**config.mk**
```make
export PLATFORM = sky130hd
export DESIGN_NAME = ordered_array_table_engine_flat
export DESIGN_NICKNAME = d
export VERILOG_FILES = /design/src/hw/rtl/oate_pkg.sv /design/src/hw/rtl/oate_if.sv /design/src/hw/rtl/oate_table.sv /design/src/hw/rtl/oate_seq.sv /design/src/hw/rtl/ordered_array_table_engine.sv /design/src/flat_wrapper.sv
export SDC_FILE = /design/constraint.sdc
export NUM_CORES = 1
export LEC_CHECK = 0
export ABC_AREA = 0
export BUFFER_PORTS_ARGS = -buffer_cell sky130_fd_sc_hd__buf_4
export CORE_ASPECT_RATIO = 0.75
export CORE_UTILIZATION = 38
export DETAILED_ROUTE_END_ITERATION = 7
export GPL_TIMING_DRIVEN = 0
export PLACE_DENSITY = 0.53
export REMOVE_ABC_BUFFERS = 1
export SETUP_SLACK_MARGIN = 0.4
export SLEW_MARGIN = 30
export SYNTH_ARGS = -nofsm -noshare
export SYNTH_HDL_FRONTEND = slang
export SYNTH_HIERARCHICAL = 1
export SYNTH_SLANG_ARGS = --single-unit
export TNS_END_PERCENT = 1
```
**constraint.sdc**
```tcl
create_clock -name clk -period 5.5 [get_ports clk]
set_input_delay 0 -clock clk [delete_from_list [all_inputs] [get_ports clk]]
set_output_delay 0 -clock clk [all_outputs]
set_load 0.05 [all_outputs]
```
**src/hw/rtl/oate_pkg.sv**
```systemverilog
// Shared types, operation codes and result codes for the ordered array table engine.
package oate_pkg;

  localparam int POS_W = 4;
  localparam int CFG_W = 5;

  typedef logic [2:0]         mode_t;
  typedef logic [POS_W-1:0]   pos_t;
  typedef logic signed [31:0] word_t;
  typedef logic [1:0]         status_t;
  typedef logic [CFG_W-1:0]   cfg_t;

  // Operation codes carried in the mode field.
  localparam mode_t MODE_INSERT  = 3'd0;
  localparam mode_t MODE_DELETE  = 3'd1;
  localparam mode_t MODE_APPEND  = 3'd2;
  localparam mode_t MODE_LSEARCH = 3'd3;
  localparam mode_t MODE_BSEARCH = 3'd4;

  // Result status codes.
  localparam status_t ST_DONE     = 2'd0;
  localparam status_t ST_REJECT   = 2'd1;
  localparam status_t ST_NOTFOUND = 2'd2;

  // Reset value of the capacity register.
  localparam cfg_t CFG_RESET = 5'd16;

  // One input item.
  typedef struct packed {
    mode_t mode;
    pos_t  position;
    word_t operand_value;
  } item_t;

  // One result item.
  typedef struct packed {
    status_t status;
    pos_t    found_index;
    word_t   removed_value;
  } result_t;

endpackage

```
**src/hw/rtl/oate_if.sv**
```systemverilog
// Channel interfaces for the input, result and configuration beats.
interface oate_in_if import oate_pkg::*; ();
  logic  valid;
  logic  ready;
  mode_t mode;
  pos_t  position;
  word_t operand_value;

  modport source (output valid, mode, position, operand_value, input ready);
  modport sink (input valid, mode, position, operand_value, output ready);
endinterface

interface oate_out_if import oate_pkg::*; ();
  logic    valid;
  logic    ready;
  status_t status;
  pos_t    found_index;
  word_t   removed_value;

  modport source (output valid, status, found_index, removed_value, input ready);
  modport sink (input valid, status, found_index, removed_value, output ready);
endinterface

interface oate_cfg_if import oate_pkg::*; ();
  logic valid;
  logic ready;
  cfg_t data;

  modport source (output valid, data, input ready);
  modport sink (input valid, data, output ready);
endinterface

```
**src/hw/rtl/oate_table.sv**
```systemverilog
// Entry storage: one write port and one read port with registered read data.
module oate_table import oate_pkg::*; #(
  parameter int DEPTH = 16,
  parameter int AW    = $clog2(DEPTH)
) (
  input  logic          clk,
  input  logic          we,
  input  logic [AW-1:0] waddr,
  input  word_t         wdata,
  input  logic          re,
  input  logic [AW-1:0] raddr,
  output word_t         rdata
);

  word_t mem [DEPTH];
  word_t rdata_r;

  // Write port.
  always_ff @(posedge clk) begin
    if (we) begin
      mem[waddr] <= wdata;
    end
  end

  // Read port with registered read data.
  always_ff @(posedge clk) begin
    if (re) begin
      rdata_r <= mem[raddr];
    end
  end

  assign rdata = rdata_r;

endmodule

```
**src/hw/rtl/oate_seq.sv**
```systemverilog
// Operation sequencer: walks the entry memory for shifts and searches.
module oate_seq import oate_pkg::*; #(
  parameter int CAPACITY = 16,
  parameter int AW       = $clog2(CAPACITY)
) (
  input  logic          clk,
  input  logic          rst_n,
  input  logic          item_valid,
  input  item_t         item,
  output logic          item_ready,
  input  cfg_t          cap_cfg,
  output logic          res_valid,
  output result_t       res,
  input  logic          res_ready,
  output logic          mem_we,
  output logic [AW-1:0] mem_waddr,
  output word_t         mem_wdata,
  output logic          mem_re,
  output logic [AW-1:0] mem_raddr,
  input  word_t         mem_rdata
);

  localparam int CW = $clog2(CAPACITY + 1);
  localparam int PW = (CW > POS_W) ? CW : POS_W;
  localparam int LW = (CW > CFG_W) ? CW : CFG_W;
  localparam logic [CW-1:0] CAP_C = CW'(CAPACITY);

  localparam logic [3:0] S_IDLE    = 4'd0;
  localparam logic [3:0] S_INS     = 4'd1;
  localparam logic [3:0] S_DEL     = 4'd2;
  localparam logic [3:0] S_LIN     = 4'd3;
  localparam logic [3:0] S_SWAP_A  = 4'd4;
  localparam logic [3:0] S_SWAP_B  = 4'd5;
  localparam logic [3:0] S_BIN_RD  = 4'd6;
  localparam logic [3:0] S_BIN_CMP = 4'd7;
  localparam logic [3:0] S_RESP    = 4'd8;

  logic [3:0]    state_r, state_nxt;
  logic [CW-1:0] fill_r, fill_nxt;
  logic [CW-1:0] ptr_r, ptr_nxt;
  logic [CW-1:0] pos_r, pos_nxt;
  logic [CW-1:0] lo_r, lo_nxt;
  logic [CW-1:0] hip1_r, hip1_nxt;
  logic [AW-1:0] mid_r, mid_nxt;
  logic          pend_r, pend_nxt;
  logic [AW-1:0] pend_addr_r, pend_addr_nxt;
  word_t         key_r, key_nxt;
  word_t         e0_r, e0_nxt;
  status_t       status_r, status_nxt;
  logic [AW-1:0] found_r, found_nxt;
  word_t         removed_r, removed_nxt;

  logic [PW-1:0] pos_ext;
  logic          room;
  logic          ins_ok;
  logic          del_ok;
  logic [CW-1:0] ptr_m1;
  logic [CW:0]   mid_sum;
  logic [AW+3:0] found_ext;

  // Admission checks against the fill count and the capacity limit.
  assign pos_ext = PW'(item.position);
  assign room    = (LW'(fill_r) < LW'(cap_cfg)) && (fill_r < CAP_C);
  assign ins_ok  = (pos_ext <= PW'(fill_r)) && room;
  assign del_ok  = pos_ext < PW'(fill_r);
  assign ptr_m1  = ptr_r - 1'b1;
  // Binary search midpoint: (lo + hi) / 2 with hi = hip1 - 1.
  assign mid_sum = (CW+1)'(lo_r) + (CW+1)'(hip1_r) - 1'b1;

  assign item_ready = (state_r == S_IDLE);
  assign res_valid  = (state_r == S_RESP);

  assign found_ext         = {4'b0000, found_r};
  assign res.status        = status_r;
  assign res.found_index   = found_ext[3:0];
  assign res.removed_value = removed_r;

  // Next-state and memory access logic.
  always_comb begin
    state_nxt     = state_r;
    fill_nxt      = fill_r;
    ptr_nxt       = ptr_r;
    pos_nxt       = pos_r;
    lo_nxt        = lo_r;
    hip1_nxt      = hip1_r;
    mid_nxt       = mid_r;
    pend_nxt      = pend_r;
    pend_addr_nxt = pend_addr_r;
    key_nxt       = key_r;
    e0_nxt        = e0_r;
    status_nxt    = status_r;
    found_nxt     = found_r;
    removed_nxt   = removed_r;
    mem_we        = 1'b0;
    mem_waddr     = '0;
    mem_wdata     = '0;
    mem_re        = 1'b0;
    mem_raddr     = '0;

    unique case (state_r)
      S_IDLE: begin
        if (item_valid) begin
          key_nxt     = item.operand_value;
          found_nxt   = '0;
          removed_nxt = '0;
          status_nxt  = ST_REJECT;
          pend_nxt    = 1'b0;
          state_nxt   = S_RESP;
          unique case (item.mode)
            MODE_INSERT: begin
              if (ins_ok) begin
                ptr_nxt   = fill_r;
                pos_nxt   = pos_ext[CW-1:0];
                state_nxt = S_INS;
              end
            end
            MODE_DELETE: begin
              if (del_ok) begin
                ptr_nxt   = pos_ext[CW-1:0];
                pos_nxt   = pos_ext[CW-1:0];
                state_nxt = S_DEL;
              end
            end
            MODE_APPEND: begin
              if (room) begin
                mem_we     = 1'b1;
                mem_waddr  = fill_r[AW-1:0];
                mem_wdata  = item.operand_value;
                fill_nxt   = fill_r + 1'b1;
                status_nxt = ST_DONE;
              end
            end
            MODE_LSEARCH: begin
              ptr_nxt    = '0;
              status_nxt = ST_NOTFOUND;
              state_nxt  = S_LIN;
            end
            MODE_BSEARCH: begin
              lo_nxt     = '0;
              hip1_nxt   = fill_r;
              status_nxt = ST_NOTFOUND;
              state_nxt  = S_BIN_RD;
            end
            default: begin
            end
          endcase
        end
      end

      // Shift up: read downward from the top, write each word one place higher.
      S_INS: begin
        if (pend_r) begin
          mem_we    = 1'b1;
          mem_waddr = pend_addr_r + 1'b1;
          mem_wdata = mem_rdata;
        end
        if (ptr_r > pos_r) begin
          mem_re        = 1'b1;
          mem_raddr     = ptr_m1[AW-1:0];
          pend_nxt      = 1'b1;
          pend_addr_nxt = ptr_m1[AW-1:0];
          ptr_nxt       = ptr_m1;
        end else begin
          pend_nxt = 1'b0;
          if (!pend_r) begin
            mem_we     = 1'b1;
            mem_waddr  = pos_r[AW-1:0];
            mem_wdata  = key_r;
            fill_nxt   = fill_r + 1'b1;
            status_nxt = ST_DONE;
            state_nxt  = S_RESP;
          end
        end
      end

      // Shift down: the first word read is the removed one, the rest move one lower.
      S_DEL: begin
        if (pend_r) begin
          if (pend_addr_r == pos_r[AW-1:0]) begin
            removed_nxt = mem_rdata;
          end else begin
            mem_we    = 1'b1;
            mem_waddr = pend_addr_r - 1'b1;
            mem_wdata = mem_rdata;
          end
        end
        if (ptr_r < fill_r) begin
          mem_re        = 1'b1;
          mem_raddr     = ptr_r[AW-1:0];
          pend_nxt      = 1'b1;
          pend_addr_nxt = ptr_r[AW-1:0];
          ptr_nxt       = ptr_r + 1'b1;
        end else begin
          pend_nxt = 1'b0;
          if (!pend_r) begin
            fill_nxt   = fill_r - 1'b1;
            status_nxt = ST_DONE;
            state_nxt  = S_RESP;
          end
        end
      end

      // Linear scan from entry 0; entry 0 is kept for the swap.
      S_LIN: begin
        if (pend_r && (pend_addr_r == '0)) begin
          e0_nxt = mem_rdata;
        end
        if (pend_r && (mem_rdata == key_r)) begin
          found_nxt  = pend_addr_r;
          status_nxt = ST_DONE;
          pend_nxt   = 1'b0;
          state_nxt  = S_SWAP_A;
        end else if (ptr_r < fill_r) begin
          mem_re        = 1'b1;
          mem_raddr     = ptr_r[AW-1:0];
          pend_nxt      = 1'b1;
          pend_addr_nxt = ptr_r[AW-1:0];
          ptr_nxt       = ptr_r + 1'b1;
        end else begin
          pend_nxt = 1'b0;
          if (!pend_r) begin
            state_nxt = S_RESP;
          end
        end
      end

      // Move to head: old head goes to the hit slot, the key goes to the head.
      S_SWAP_A: begin
        mem_we    = 1'b1;
        mem_waddr = found_r;
        mem_wdata = e0_r;
        state_nxt = S_SWAP_B;
      end

      S_SWAP_B: begin
        mem_we    = 1'b1;
        mem_waddr = '0;
        mem_wdata = key_r;
        state_nxt = S_RESP;
      end

      // Binary search: read the midpoint, then narrow the range.
      S_BIN_RD: begin
        if (lo_r < hip1_r) begin
          mem_re    = 1'b1;
          mem_raddr = mid_sum[AW:1];
          mid_nxt   = mid_sum[AW:1];
          state_nxt = S_BIN_CMP;
        end else begin
          state_nxt = S_RESP;
        end
      end

      S_BIN_CMP: begin
        if (mem_rdata == key_r) begin
          found_nxt  = mid_r;
          status_nxt = ST_DONE;
          state_nxt  = S_RESP;
        end else begin
          if (key_r < mem_rdata) begin
            hip1_nxt = CW'(mid_r);
          end else begin
            lo_nxt = CW'(mid_r) + 1'b1;
          end
          state_nxt = S_BIN_RD;
        end
      end

      S_RESP: begin
        if (res_ready) begin
          state_nxt = S_IDLE;
        end
      end

      default: begin
        state_nxt = S_IDLE;
      end
    endcase
  end

  // Control state.
  always_ff @(posedge clk) begin
    if (!rst_n) begin
      state_r <= S_IDLE;
      fill_r  <= '0;
      pend_r  <= 1'b0;
    end else begin
      state_r <= state_nxt;
      fill_r  <= fill_nxt;
      pend_r  <= pend_nxt;
    end
  end

  // Working registers.
  always_ff @(posedge clk) begin
    ptr_r       <= ptr_nxt;
    pos_r       <= pos_nxt;
    lo_r        <= lo_nxt;
    hip1_r      <= hip1_nxt;
    mid_r       <= mid_nxt;
    pend_addr_r <= pend_addr_nxt;
    key_r       <= key_nxt;
    e0_r        <= e0_nxt;
    status_r    <= status_nxt;
    found_r     <= found_nxt;
    removed_r   <= removed_nxt;
  end

endmodule

```
**src/hw/rtl/ordered_array_table_engine.sv**
```systemverilog
// Top level of the ordered array table engine: channels, capacity register, result register.
// The engine keeps up to CAPACITY signed 32-bit words in one single-port-read memory and
// runs one operation per input beat: insert, delete, append, linear search with move to
// head, or binary search. Items are taken one at a time; the input is ready only while the
// sequencer is idle. Every operation moves at most one memory read and one write per
// cycle, so its length follows the number of entries it touches, and that of a binary
// search follows the number of halving steps. A finished result sits in an output
// register, so the next beat can be accepted while it waits to be taken. The capacity
// register may be written only while the engine is idle; the memory needs no clearing
// after reset, since only entries below the fill count are ever read.
module ordered_array_table_engine import oate_pkg::*; #(
  parameter int CAPACITY = 16
) (
  input  logic       clk,
  input  logic       rst_n,
  oate_in_if.sink    in_bus,
  oate_out_if.source out_bus,
  oate_cfg_if.sink   cfg_bus
);

  localparam int AW = $clog2(CAPACITY);

  cfg_t          cap_r;
  logic          out_valid_r;
  result_t       out_data_r;
  logic          out_free;
  logic          res_valid;
  result_t       res;
  item_t         item;
  logic          mem_we;
  logic [AW-1:0] mem_waddr;
  word_t         mem_wdata;
  logic          mem_re;
  logic [AW-1:0] mem_raddr;
  word_t         mem_rdata;

  // Capacity register, always ready for a write beat.
  assign cfg_bus.ready = 1'b1;

  always_ff @(posedge clk) begin
    if (!rst_n) begin
      cap_r <= CFG_RESET;
    end else if (cfg_bus.valid) begin
      cap_r <= cfg_bus.data;
    end
  end

  assign item.mode          = in_bus.mode;
  assign item.position      = in_bus.position;
  assign item.operand_value = in_bus.operand_value;

  oate_seq #(
    .CAPACITY (CAPACITY),
    .AW       (AW)
  ) u_seq (
    .clk        (clk),
    .rst_n      (rst_n),
    .item_valid (in_bus.valid),
    .item       (item),
    .item_ready (in_bus.ready),
    .cap_cfg    (cap_r),
    .res_valid  (res_valid),
    .res        (res),
    .res_ready  (out_free),
    .mem_we     (mem_we),
    .mem_waddr  (mem_waddr),
    .mem_wdata  (mem_wdata),
    .mem_re     (mem_re),
    .mem_raddr  (mem_raddr),
    .mem_rdata  (mem_rdata)
  );

  oate_table #(
    .DEPTH (CAPACITY),
    .AW    (AW)
  ) u_table (
    .clk   (clk),
    .we    (mem_we),
    .waddr (mem_waddr),
    .wdata (mem_wdata),
    .re    (mem_re),
    .raddr (mem_raddr),
    .rdata (mem_rdata)
  );

  // Output register: loads a result when empty or being drained this cycle.
  assign out_free = !out_valid_r || out_bus.ready;

  always_ff @(posedge clk) begin
    if (!rst_n) begin
      out_valid_r <= 1'b0;
    end else if (out_free) begin
      out_valid_r <= res_valid;
    end
  end

  always_ff @(posedge clk) begin
    if (out_free && res_valid) begin
      out_data_r <= res;
    end
  end

  assign out_bus.valid         = out_valid_r;
  assign out_bus.status        = out_data_r.status;
  assign out_bus.found_index   = out_data_r.found_index;
  assign out_bus.removed_value = out_data_r.removed_value;

endmodule
```
**src/flat_wrapper.sv**
```systemverilog
// flat-port wrapper written by rule: the top's interface ports become plain ports
module ordered_array_table_engine_flat import oate_pkg::*;
#(
  parameter int CAPACITY = 16
)
  (clk, rst_n, in_bus_valid, in_bus_mode, in_bus_position, in_bus_operand_value, in_bus_ready, out_bus_valid, out_bus_status, out_bus_found_index, out_bus_removed_value, out_bus_ready, cfg_bus_valid, cfg_bus_data, cfg_bus_ready);
  oate_in_if in_bus_i ();
  oate_out_if out_bus_i ();
  oate_cfg_if cfg_bus_i ();
  input  logic clk;
  input  logic rst_n;
  input wire logic [$bits(in_bus_i.valid)-1:0] in_bus_valid;
  input wire logic [$bits(in_bus_i.mode)-1:0] in_bus_mode;
  input wire logic [$bits(in_bus_i.position)-1:0] in_bus_position;
  input wire logic [$bits(in_bus_i.operand_value)-1:0] in_bus_operand_value;
  output wire logic [$bits(in_bus_i.ready)-1:0] in_bus_ready;
  output wire logic [$bits(out_bus_i.valid)-1:0] out_bus_valid;
  output wire logic [$bits(out_bus_i.status)-1:0] out_bus_status;
  output wire logic [$bits(out_bus_i.found_index)-1:0] out_bus_found_index;
  output wire logic [$bits(out_bus_i.removed_value)-1:0] out_bus_removed_value;
  input wire logic [$bits(out_bus_i.ready)-1:0] out_bus_ready;
  input wire logic [$bits(cfg_bus_i.valid)-1:0] cfg_bus_valid;
  input wire logic [$bits(cfg_bus_i.data)-1:0] cfg_bus_data;
  output wire logic [$bits(cfg_bus_i.ready)-1:0] cfg_bus_ready;
  assign in_bus_i.valid = in_bus_valid;
  assign in_bus_i.mode = in_bus_mode;
  assign in_bus_i.position = in_bus_position;
  assign in_bus_i.operand_value = in_bus_operand_value;
  assign in_bus_ready = in_bus_i.ready;
  assign out_bus_valid = out_bus_i.valid;
  assign out_bus_status = out_bus_i.status;
  assign out_bus_found_index = out_bus_i.found_index;
  assign out_bus_removed_value = out_bus_i.removed_value;
  assign out_bus_i.ready = out_bus_ready;
  assign cfg_bus_i.valid = cfg_bus_valid;
  assign cfg_bus_i.data = cfg_bus_data;
  assign cfg_bus_ready = cfg_bus_i.ready;
  ordered_array_table_engine #(.CAPACITY(CAPACITY)) u_core (.clk(clk), .rst_n(rst_n), .in_bus(in_bus_i), .out_bus(out_bus_i), .cfg_bus(cfg_bus_i));
endmodule
```
==> out/metrics.cfg <==
[timing]
rsz0062_at_grt = no
fin_crit_sh_pct = 87.8
tns_ns = 0
max_slew_margin_pct = 38.4
drv_slew = 0
hold_violations = 0
setup_violations = 0
fmax_mhz = 207
fin_crit_ns = 4.83
worstMarginPinSlew_ns = 0.925
finalClockSkew_ns = 0.0198
whs_ns = 0.121

[synth]
yosysSeqAreaShare_pct = 73.1
yosys_register_bits = 727
ys_types = 71
synth_top_family_by_area = multiplexers
synth_top_area_share_pct = 72.0
synthAdderAreaFrac_pct = 3.01
synthXorXnorAreaFrac_pct = 0.591
yosysWarnings = 6
synth-compound-area-share_pct = 6.10
synth-edff-count = 711
netlist_instances = 1679
synth_top_area_cell = edfxtp_1
avgSynthCellArea_um2 = 17.7
synthArstFlopShare_pct = 0
synthTopCellsByArea = edfxtp_1, mux4_2, ha_1
synth_ff_type = edfxtp_1
yosys.area_share.simple_pct = 5.01
syn_area_um2 = 29600
synthMuxAreaShare_pct = 9.90

[cells_and_area]
drive_above_1_share_pct = 23.9
antenna_cells = 0
instances_no_fill = 3013
num-nets-final = 2036
area_growth_pct = 21.7
utilization_pct = 46.8

[worst_setup_path]
timing.critical_path.from = u_core/u_seq/state_r[3]
rr_worst_depth = 13
end_kind = flip-flop
crit_top_cell = nor2_4
reg2reg_to = u_core/u_table/mem[7][4]
slowest_delay_ns = 0.63
r2r_start = u_core/u_seq/state_r[3]
worstSetupStartpointType = flip-flop
rrSetupSlack_ns = 0.67
crit_slowest_cell = nor2_4
crit_chain = nor2_4 -> nand2_4 -> inv_2 -> nand2b_4 -> inv_2 -> o41a_1 -> nor2_1 -> nor2_4 -> a221o_1 -> nand2_1 -> nor2_4 -> buf_16 -> buf_16
crit_arrival_ns = 5.14
cp.required_ns = 5.81
critPathKind = flip-flop to flip-flop
crit_fanout = 34
endpoint = u_core/u_table/mem[7][4]

[place]
dp_hpwl_um = 50700
place_congestion = 0.874
io_buffer_count = 88
placed_cells = 2807

[global_route]
use_met2_pct = 31.3
met1_usage_pct = 27.3
met3_usage_pct = 4.45
grt_max_degree = 41
antenna_found_initial = 0
first_global_vias = 16900
grt-busiest-layer = met2
grt_pass1_wl_um = 113000
track_usage_pct = 19.6
grt_overflow = 0

[drt]
drt_pass1_iterations = 8
vias_per_cell = 5.52
drc = 0
drt-initial-drc-count = 1643
drt.antenna.violating_nets = 0
vias = 16600
routed_wl_um = 77200
wl_per_cell_um = 25.6

[power_and_ir_drop]
swShare_pct = 25.4
power_frac_seq_pct = 49.0
internal-power_w = 0.0101
combPwrFrac_pct = 13.2
power_density_nw_per_um2 = 377
pwr-share-clk_pct = 37.8
switchingPower_w = 0.00346
ir_drop_v = 0.000241
leakage_nw = 12.4

[cts]
cts_tree = yes
root_buffer = clkbuf_16
path_clk_slew_ns = 0.06
cts_buffers = 76
htreeDepth = 3
insertion_delay_ns = 0.61
clock-sinks = 727
clk_path_buf_depth = 3

[floorplan]
die_x_um = 324
rows = 88
core_area_um2 = 77100
die_h_um = 244
die_area_um2 = 79100
initial_core_util_pct = 38.5
io-pin-count = 90

[worst_hold_path]
hold_class = primary input to flip-flop

[run_status]
outcome = completed

[run]
cap_violations = 0

timing repair:
item,CTS,global route
setup buffers,0,8
resized for setup,1,3
hold buffers,59,0
pin swaps,0,2
setup endpoints to repair,8,80
hold endpoints to repair,73,0
gates cloned,0,0
routing by layer:
metal	up-vias	wire, µm	part of all wire, %
met3	105	5790	7.5
met1	8680	33600	43
li1	7236	-	-
met2	609	36300	47
met4	0	1500	1.9
met5	-	0	0
critical path: cells and delay by family (launching register included):
kind                   cells  cell delay [ns]
DFF                        1             0.45
buffers and inverters      4             0.95
and+or+nand+nor            7             2.33
AOI/OAI and AO/OA          2             0.74
cells by family after synthesis:
| group | count (synthesis) |
|---|---|
| compound gates | 248 |
| xor+xnor | 20 |
| fa+ha+maj | 70 |
| buf+inv | 157 |
| flops | 727 |
| mux | 133 |
| other cells | 1 |
| simple gates | 323 |
synthesized netlist by cell type, types with 5 or more instances:
| library cell | number |
|---|---|
| clkbuf_1 | 43 |
| nand4_1 | 10 |
| nand2_1 | 129 |
| nand3_1 | 19 |
| nor2_1 | 85 |
| a221o_1 | 6 |
| ha_1 | 68 |
| o211ai_1 | 9 |
| dfxtp_1 | 16 |
| nor3_1 | 15 |
| inv_1 | 72 |
| a22oi_1 | 65 |
| a31oi_1 | 10 |
| buf_4 | 10 |
| buf_1 | 10 |
| nor2b_1 | 12 |
| edfxtp_1 | 711 |
| o21ai_0 | 31 |
| a21oi_1 | 41 |
| xor2_1 | 8 |
| xnor2_1 | 12 |
| a222oi_1 | 32 |
| nand2b_1 | 9 |
| mux4_2 | 128 |
| a21o_1 | 9 |
| and3_1 | 10 |
| mux2i_1 | 5 |
| nor4_1 | 9 |
| buf_2 | 16 |
registers in the layout, indices dropped and copies added (netlist names), 4 cells and up:
register	flops
u_core/cap_r	5
u_core/out_bus.found_index	4
u_core/out_bus.removed_value	32
u_core/u_seq/e0_r	32
u_core/u_seq/fill_r	5
u_core/u_seq/found_r	4
u_core/u_seq/hip1_r	5
u_core/u_seq/key_r	32
u_core/u_seq/lo_r	5
u_core/u_seq/mid_r	4
u_core/u_seq/pend_addr_r	4
u_core/u_seq/pos_r	4
u_core/u_seq/ptr_r	5
u_core/u_seq/removed_r	32
u_core/u_seq/state_r	4
u_core/u_table/mem	512
u_core/u_table/rdata	32
layout make-up:
class	count	area, µm²
inverter	75	282
sequential	727	21700
clock buffer	90	2000
tap	1035	1290
clock inverter	49	497
multi-input combinational	795	7560
fill	6522	41000
timing repair buffer	242	2770
worst min path at each step:
stage | from | end | slack (ns) | depth (start not counted)
after floorplan | rst_n | u_core/cap_r[4] | 0.06 | 1
after global routing | in_bus_operand_value[25] | u_core/u_seq/key_r[25] | 0.10 | 2
after detailed placement | in_bus_operand_value[27] | u_core/u_seq/key_r[27] | 0.19 | 1
after global placement | in_bus_operand_value[27] | u_core/u_seq/key_r[27] | 0.19 | 1
after CTS | in_bus_operand_value[25] | u_core/u_seq/key_r[25] | 0.09 | 2
final | in_bus_operand_value[11] | u_core/u_seq/key_r[11] | 0.12 | 2
stage by stage:
| step | power [W] | setup WS (ns) | instance area, µm² |
|---|---|---|---|
| after floorplan | 0.00781 | -2.56 | 29200 |
| after global routing | 0.0141 | 0.423 | 36100 |
| final | 0.0136 | 0.672 | 36100 |
| after global placement | 0.00848 | -6.71 | 31200 |
| after CTS | 0.0137 | 0.405 | 36000 |
| after detailed placement | 0.00852 | 0.355 | 32900 |
power groups by stage:
stage | clock network (W) | registers, W | logic (W)
after floorplan | 0 | 0.00691 | 0.000908
after global placement | 0 | 0.00680 | 0.00167
after detailed placement | 0 | 0.00678 | 0.00175
after CTS | 0.00525 | 0.00666 | 0.00179
after global routing | 0.00546 | 0.00669 | 0.00194
final | 0.00513 | 0.00666 | 0.00180
layout by cell type (no fill, tap or decap), types with 5 or more instances in the layout:
master	synthesis	routed
nor2b_1	12	10
dlygate4sd3_1	0	59
buf_4	10	123
clkinv_2	0	14
dfxtp_1	16	16
a21oi_1	41	41
clkinvlp_4	0	10
xor2_1	8	8
clkbuf_1	43	12
clkinv_1	1	13
buf_12	0	10
o211ai_1	9	9
buf_2	16	12
buf_16	0	34
nand4_1	10	10
nand2b_1	9	9
nor3_1	15	11
a31oi_1	10	9
edfxtp_1	711	711
ha_1	68	68
nand3_1	19	19
and3_1	10	8
o21ai_0	31	31
nand2_1	129	129
nor2_1	85	71
mux2i_1	5	5
inv_1	72	72
nor4_1	9	6
clkbuf_16	0	78
a22oi_1	65	65
xnor2_1	12	12
bufinv_16	0	8
mux4_2	128	128
nor2_4	0	16
a222oi_1	32	32
a21o_1	9	9
No activity file was read; power rests on OpenSTA's default activity.
